$ cat src/hdl/psu_pkg.sv
// Package of the PNG scanline unfilter core: widths, codes and the queue word.
// Used by the interfaces and by every module of the core; depends on nothing.
package psu_pkg;

    localparam int DATA_W      = 8;
    localparam int WIDTH_W     = 13;
    localparam int HEIGHT_W    = 16;
    localparam int CH_W        = 3;
    localparam int BPC_W       = 2;
    localparam int BPP_W       = 4;
    localparam int LEN_W       = 16;
    localparam int IDX_W       = 15;
    localparam int SLOT_W      = 3;
    localparam int NUM_SLOTS   = 8;
    localparam int LINE_DEPTH  = 32768;
    localparam int MAX_WIDTH   = 4096;
    localparam int MAX_CH      = 4;
    localparam int MAX_BPC     = 2;
    localparam int FIFO_DEPTH  = 4;
    localparam int FIFO_AW     = 2;
    localparam int FIFO_CW     = 3;
    localparam int ADDR_W      = 4;
    localparam int PDATA_W     = 32;

    typedef enum logic [2:0] {
        FILT_NONE,
        FILT_SUB,
        FILT_UP,
        FILT_AVG,
        FILT_PAETH
    } psu_filter_t;

    typedef enum logic [1:0] {
        REG_WIDTH,
        REG_HEIGHT,
        REG_CHANNELS,
        REG_BPC
    } psu_reg_t;

    typedef struct packed {
        logic [WIDTH_W-1:0]  width_pixels;
        logic [HEIGHT_W-1:0] height_rows;
        logic [CH_W-1:0]     channels;
        logic [BPC_W-1:0]    bytes_per_channel;
    } psu_cfg_t;

    typedef struct packed {
        logic is_error;
        logic [DATA_W-1:0] data;
        psu_filter_t       filt;
        logic [IDX_W-1:0]  idx;
        logic [SLOT_W-1:0] slot;
        logic top_row;
        logic row_open;
        logic emit;
        logic last_row;
        logic last_img;
    } psu_item_t;

    typedef struct packed {
        logic full;
        logic empty;
    } psu_fifo_stat_t;

endpackage

$ cat src/hdl/psu_fifo.sv
// Short queue of work words between the front end and the back end.
// Depends on psu_pkg for the word type and depth.
module psu_fifo
    import psu_pkg::*;
(
    input  logic           clk,
    input  logic           rst_n,
    input  logic           push,
    input  psu_item_t      push_item,
    input  logic           pop,
    output psu_item_t      head_item,
    output psu_fifo_stat_t stat
);

    psu_item_t            slot_reg [FIFO_DEPTH];
    logic [FIFO_AW-1:0]   wr_reg, wr_next;
    logic [FIFO_AW-1:0]   rd_reg, rd_next;
    logic [FIFO_CW-1:0]   count_reg, count_next;

    assign head_item  = slot_reg[rd_reg];
    assign stat.full  = (count_reg == FIFO_CW'(FIFO_DEPTH));
    assign stat.empty = (count_reg == '0);

    always_comb
    begin
        wr_next    = push ? wr_reg + FIFO_AW'(1) : wr_reg;
        rd_next    = pop ? rd_reg + FIFO_AW'(1) : rd_reg;
        count_next = count_reg + FIFO_CW'(push) - FIFO_CW'(pop);
    end

    always_ff @(posedge clk)
    begin
        if (push)
            slot_reg[wr_reg] <= push_item;
    end

    always_ff @(posedge clk or negedge rst_n)
    begin
        if (!rst_n)
        begin
            wr_reg    <= '0;
            rd_reg    <= '0;
            count_reg <= '0;
        end
        else
        begin
            wr_reg    <= wr_next;
            rd_reg    <= rd_next;
            count_reg <= count_next;
        end
    end

endmodule

$ cat config.mk
export PLATFORM = sky130hd
export DESIGN_NAME = psu_fifo
export DESIGN_NICKNAME = d
export VERILOG_FILES = /design/src/hdl/psu_pkg.sv /design/src/hdl/psu_fifo.sv
export SDC_FILE = /design/constraint.sdc
export NUM_CORES = 1
export LEC_CHECK = 0
export ABC_AREA = 1
export BUFFER_PORTS_ARGS = -buffer_cell sky130_fd_sc_hd__buf_2
export CORE_MARGIN = 2
export CORE_UTILIZATION = 30
export DETAILED_ROUTE_END_ITERATION = 8
export PLACE_DENSITY_LB_ADDON = 0.1
export SLEW_MARGIN = 30
export SYNTH_ARGS = -nofsm -noshare
export SYNTH_HDL_FRONTEND = slang
export SYNTH_SLANG_ARGS = --single-unit
$ cat constraint.sdc
create_clock -name clk -period 2.5 [get_ports clk]
set_clock_uncertainty 0.15 [all_clocks]
set_input_delay 0.5 -clock clk [delete_from_list [all_inputs] [get_ports clk]]
set_output_delay 0.5 -clock clk [all_outputs]
set_load 0.03 [all_outputs]
==> impl_metrics.toml <==
[drt]
finalWirelength_mm = 13.5
detail_route.vias_per_cell = 4.14
via_count = 4004
detail_route.first_pass.iterations = 4
drt_first_iter_violations = 210
antenna_left = 0
wl_per_instance_um = 13.9
drc_violations_left = 0

[synth]
synth_sequential_area_ratio_pct = 69.2
netlist-cell-type-count = 17
synth_mux_area_share_pct = 0
synth_seq_cells = 147
largest_family_of_logic_cells_by_synthesized_area = "simple AND/OR/NAND/NOR gates"
post_synth_xor_area_fraction_pct = 0.415
yosys.area_share.simple_pct = 16.8
ys.warnings.count = 0
mappedNetlistArea_sq_mm = 0.00633
synth_cells = 594
mean_instance_size_in_the_synthesized_netlist_sq_um = 10.7
synth-compound-area-share_pct = 0.0790
synth-adder-area-share_pct = 1.50
synth_fp_nets = 640

[timing]
achievable-frequency_ghz = 0.420
slew_headroom_pct = 65.0
final_period_minus_worst_setup_slack_ns = 2.38
setup_viol_count_final = 0
drv_slew = 0
rsz_0062_raised_after_global_routing = "false"
totalNegativeSetupSlack_ns = 0
hold-worst-slack_ns = 0.143
final.period_utilization_pct = 95.2
final_hold_viol_count = 0
worst_pin_slew_ns = 0.525

[power_and_ir_drop]
p_seq_share_pct = 34.7
p_per_area_mw_per_mm2 = 1270
p_leak_nw = 3.55
power_frac_comb_pct = 38.6
ir_drop_mv = 0.800
power.switching_fraction_pct = 39.1
share_clk_of_total_power_pct = 26.7
cell_internal_power_dissipation_mw = 5.91
power.switching_mw = 3.80

[grt]
grt-ovfl-total = 0
grt_start_max_net_pins = 73
gr-usage-all-layers_pct = 12.9
wire_length_of_the_first_global_routing_pass_mm = 21.2
number_of_antenna_violations_at_the_first_check_in_global_routing = 2
vias_in_the_first_global_route = 3979

[clocking]
tritoncts = "built"
cts_buf_count = 17
cts-root-buf = "clkbuf_16"
clkTransAtPathRegs_ns = 0.06
worst_skew_pair.late_latency_ns = 0.42
number_of_buffers_on_the_longest_clock_path = 2
post-cts-setup-buffers = 0
numClockSinks = 147
ctsHtreeMaxLevel = 4

[cells_and_area]
syn_to_final_growth_pct = 20.4
nets = 724
largest_reg_flops = 140
stdcell_area_sq_mm = 0.00762
core_utilization_of_the_finished_layout_pct = 36.5
fraction_of_final_layout_cells_with_drive_strength_greater_than_1_pct = 17.5

[worst_setup_path]
worstPathCellList = "inv_4 -> nand3_1 -> nand2_1 -> buf_2"
start_kind = "flop"
ff2ff_path_depth = 8
slowest_stage_delay_cp_ns = 0.43
critical_path_depth = 4
cell_with_the_largest_stage_delay_on_the_worst_path = "dfrtp_2"
path_delay_family = "buffers and inverters"
maximum_fanout_along_the_worst_path = 36
worst_ep_required_time_ns = 1.85
critPathArrivalTime_ns = 1.73
setup.worst_path.end_class = "output pin"
crit_buf_inv = 2
critical_path_class = "flop to output pin"

[placement]
postPlaceCellArea_sq_mm = 0.00701
detailed_place_hpwl_mm = 7.84
place.gp.congestion = 0.727
io_buffer_count = 75

[floorplanning]
placementRows = 53
fp.dieW_um = 149
start_util_pct = 30.3
die_h_um = 149
floorplan.core_area_sq_mm = 0.0209
ios = 76
fp.dieArea_sq_mm = 0.0223

[outcome]
outcome = "finished, final reports clean"

[hold_path]
worst_hold_path_type = "primary input to flop"
worstHoldPathCells = 1

[run]
number_of_max_cap_violations = 0
## repair_timing
item | 4_1_cts | 5_1_grt
hold buffers | 1 | 0
endpoints found under the setup margin | 1 | 0
endpoints found under the hold margin | 7 | 0
gates resized for setup | 1 | 0
## cell usage after synthesis (all sizes together)
cell type	n	share of area (%)
edfxtp	140	66
nand3	71	5.6
o21ai	1	0.079
dfrtp	7	2.8
ha	6	1.2
buf	21	2.7
nor3	1	0.079
fa	1	0.32
clkbuf	2	0.20
nor2	1	0.059
nand2	186	11
inv	154	9.2
xor2	3	0.42
## layout by cell type (no fill, tap or decap), types with 5 or more instances in the layout
cell type  instances
nand2_1          186
buf_2             75
dfrtp_1            5
edfxtp_1         140
inv_1            148
nand3_1           71
ha_1               6
clkbuf_16         17
buf_4              8
## power by group through the flow
stage / Sequential (mW) / Clock, mW / Combinational (mW)
2_1_floorplan: 3.39 / 0 / 2.75
3_3_place_gp: 3.41 / 0 / 3.83
3_5_place_dp: 3.43 / 0 / 3.85
4_1_cts: 3.38 / 2.66 / 3.86
5_1_grt: 3.42 / 2.76 / 4.19
6_report: 3.38 / 2.59 / 3.75
## cells by family (layout without fill, tap and decap cells)
group | Yosys count | count (layout)
xor gates and xnor gates | 3 | 3
DFF | 147 | 147
buffers and inverters | 177 | 273
and+or+nand+nor | 259 | 259
adders and majority gates | 7 | 7
AOI/OAI and AO/OA | 1 | 1
other | 0 | 1
## path summary, 6_finish.rpt
kind	from	end	slack (ns)
worst min-delay path	push_item[2]	slot_reg[3][2]	0.14
worst max-delay path	rd_reg[1]	head_item[20]	0.12
worst max register to register	count_reg[0]	count_reg[2]	0.78
worst min register to register	wr_reg[0]	wr_reg[0]	0.38
min in group asynchronous	rst_n	count_reg[2]	0.29
max in group asynchronous	rst_n	rd_reg[0]	1.72
## metal layers
metal  GRT usage, %  vias up  wire length [um]
met3           4.25       12               635
li1               -     2006                 -
met2           21.5       69              6620
met5              0        -                12
met4           4.62        2               155
met1           15.6     1915              6040
## worst register-to-register path, delay by kind of cell, from the launching register on
family	cells	cell delay (ns)
flops	1	0.37
buf+inv	3	0.18
fa+ha+maj	3	0.84
simple gates	2	0.14
## through the flow
stage / total power, mW / std cells / worst slack (ns)
after detailed placement: 7.27 / 933 / 0.460
final: 9.71 / 966 / 0.120
after global routing: 10.4 / 965 / 0.00208
after CTS: 9.89 / 965 / 0.0675
after global placement: 7.24 / 933 / 0.475
after floorplan: 6.13 / 594 / 0.565
## cell type report
type,instances,area [sq um]
Antenna cell,1,2.50
Clock inverter,12,164
Sequential cell,147,4380
Multi-Input combinational cell,270,1190
Tap cell,275,344
Timing Repair Buffer,88,526
Inverter,154,586
Fill cell,2075,13300
Clock buffer,19,433
No activity file was read; power rests on OpenSTA's default activity.
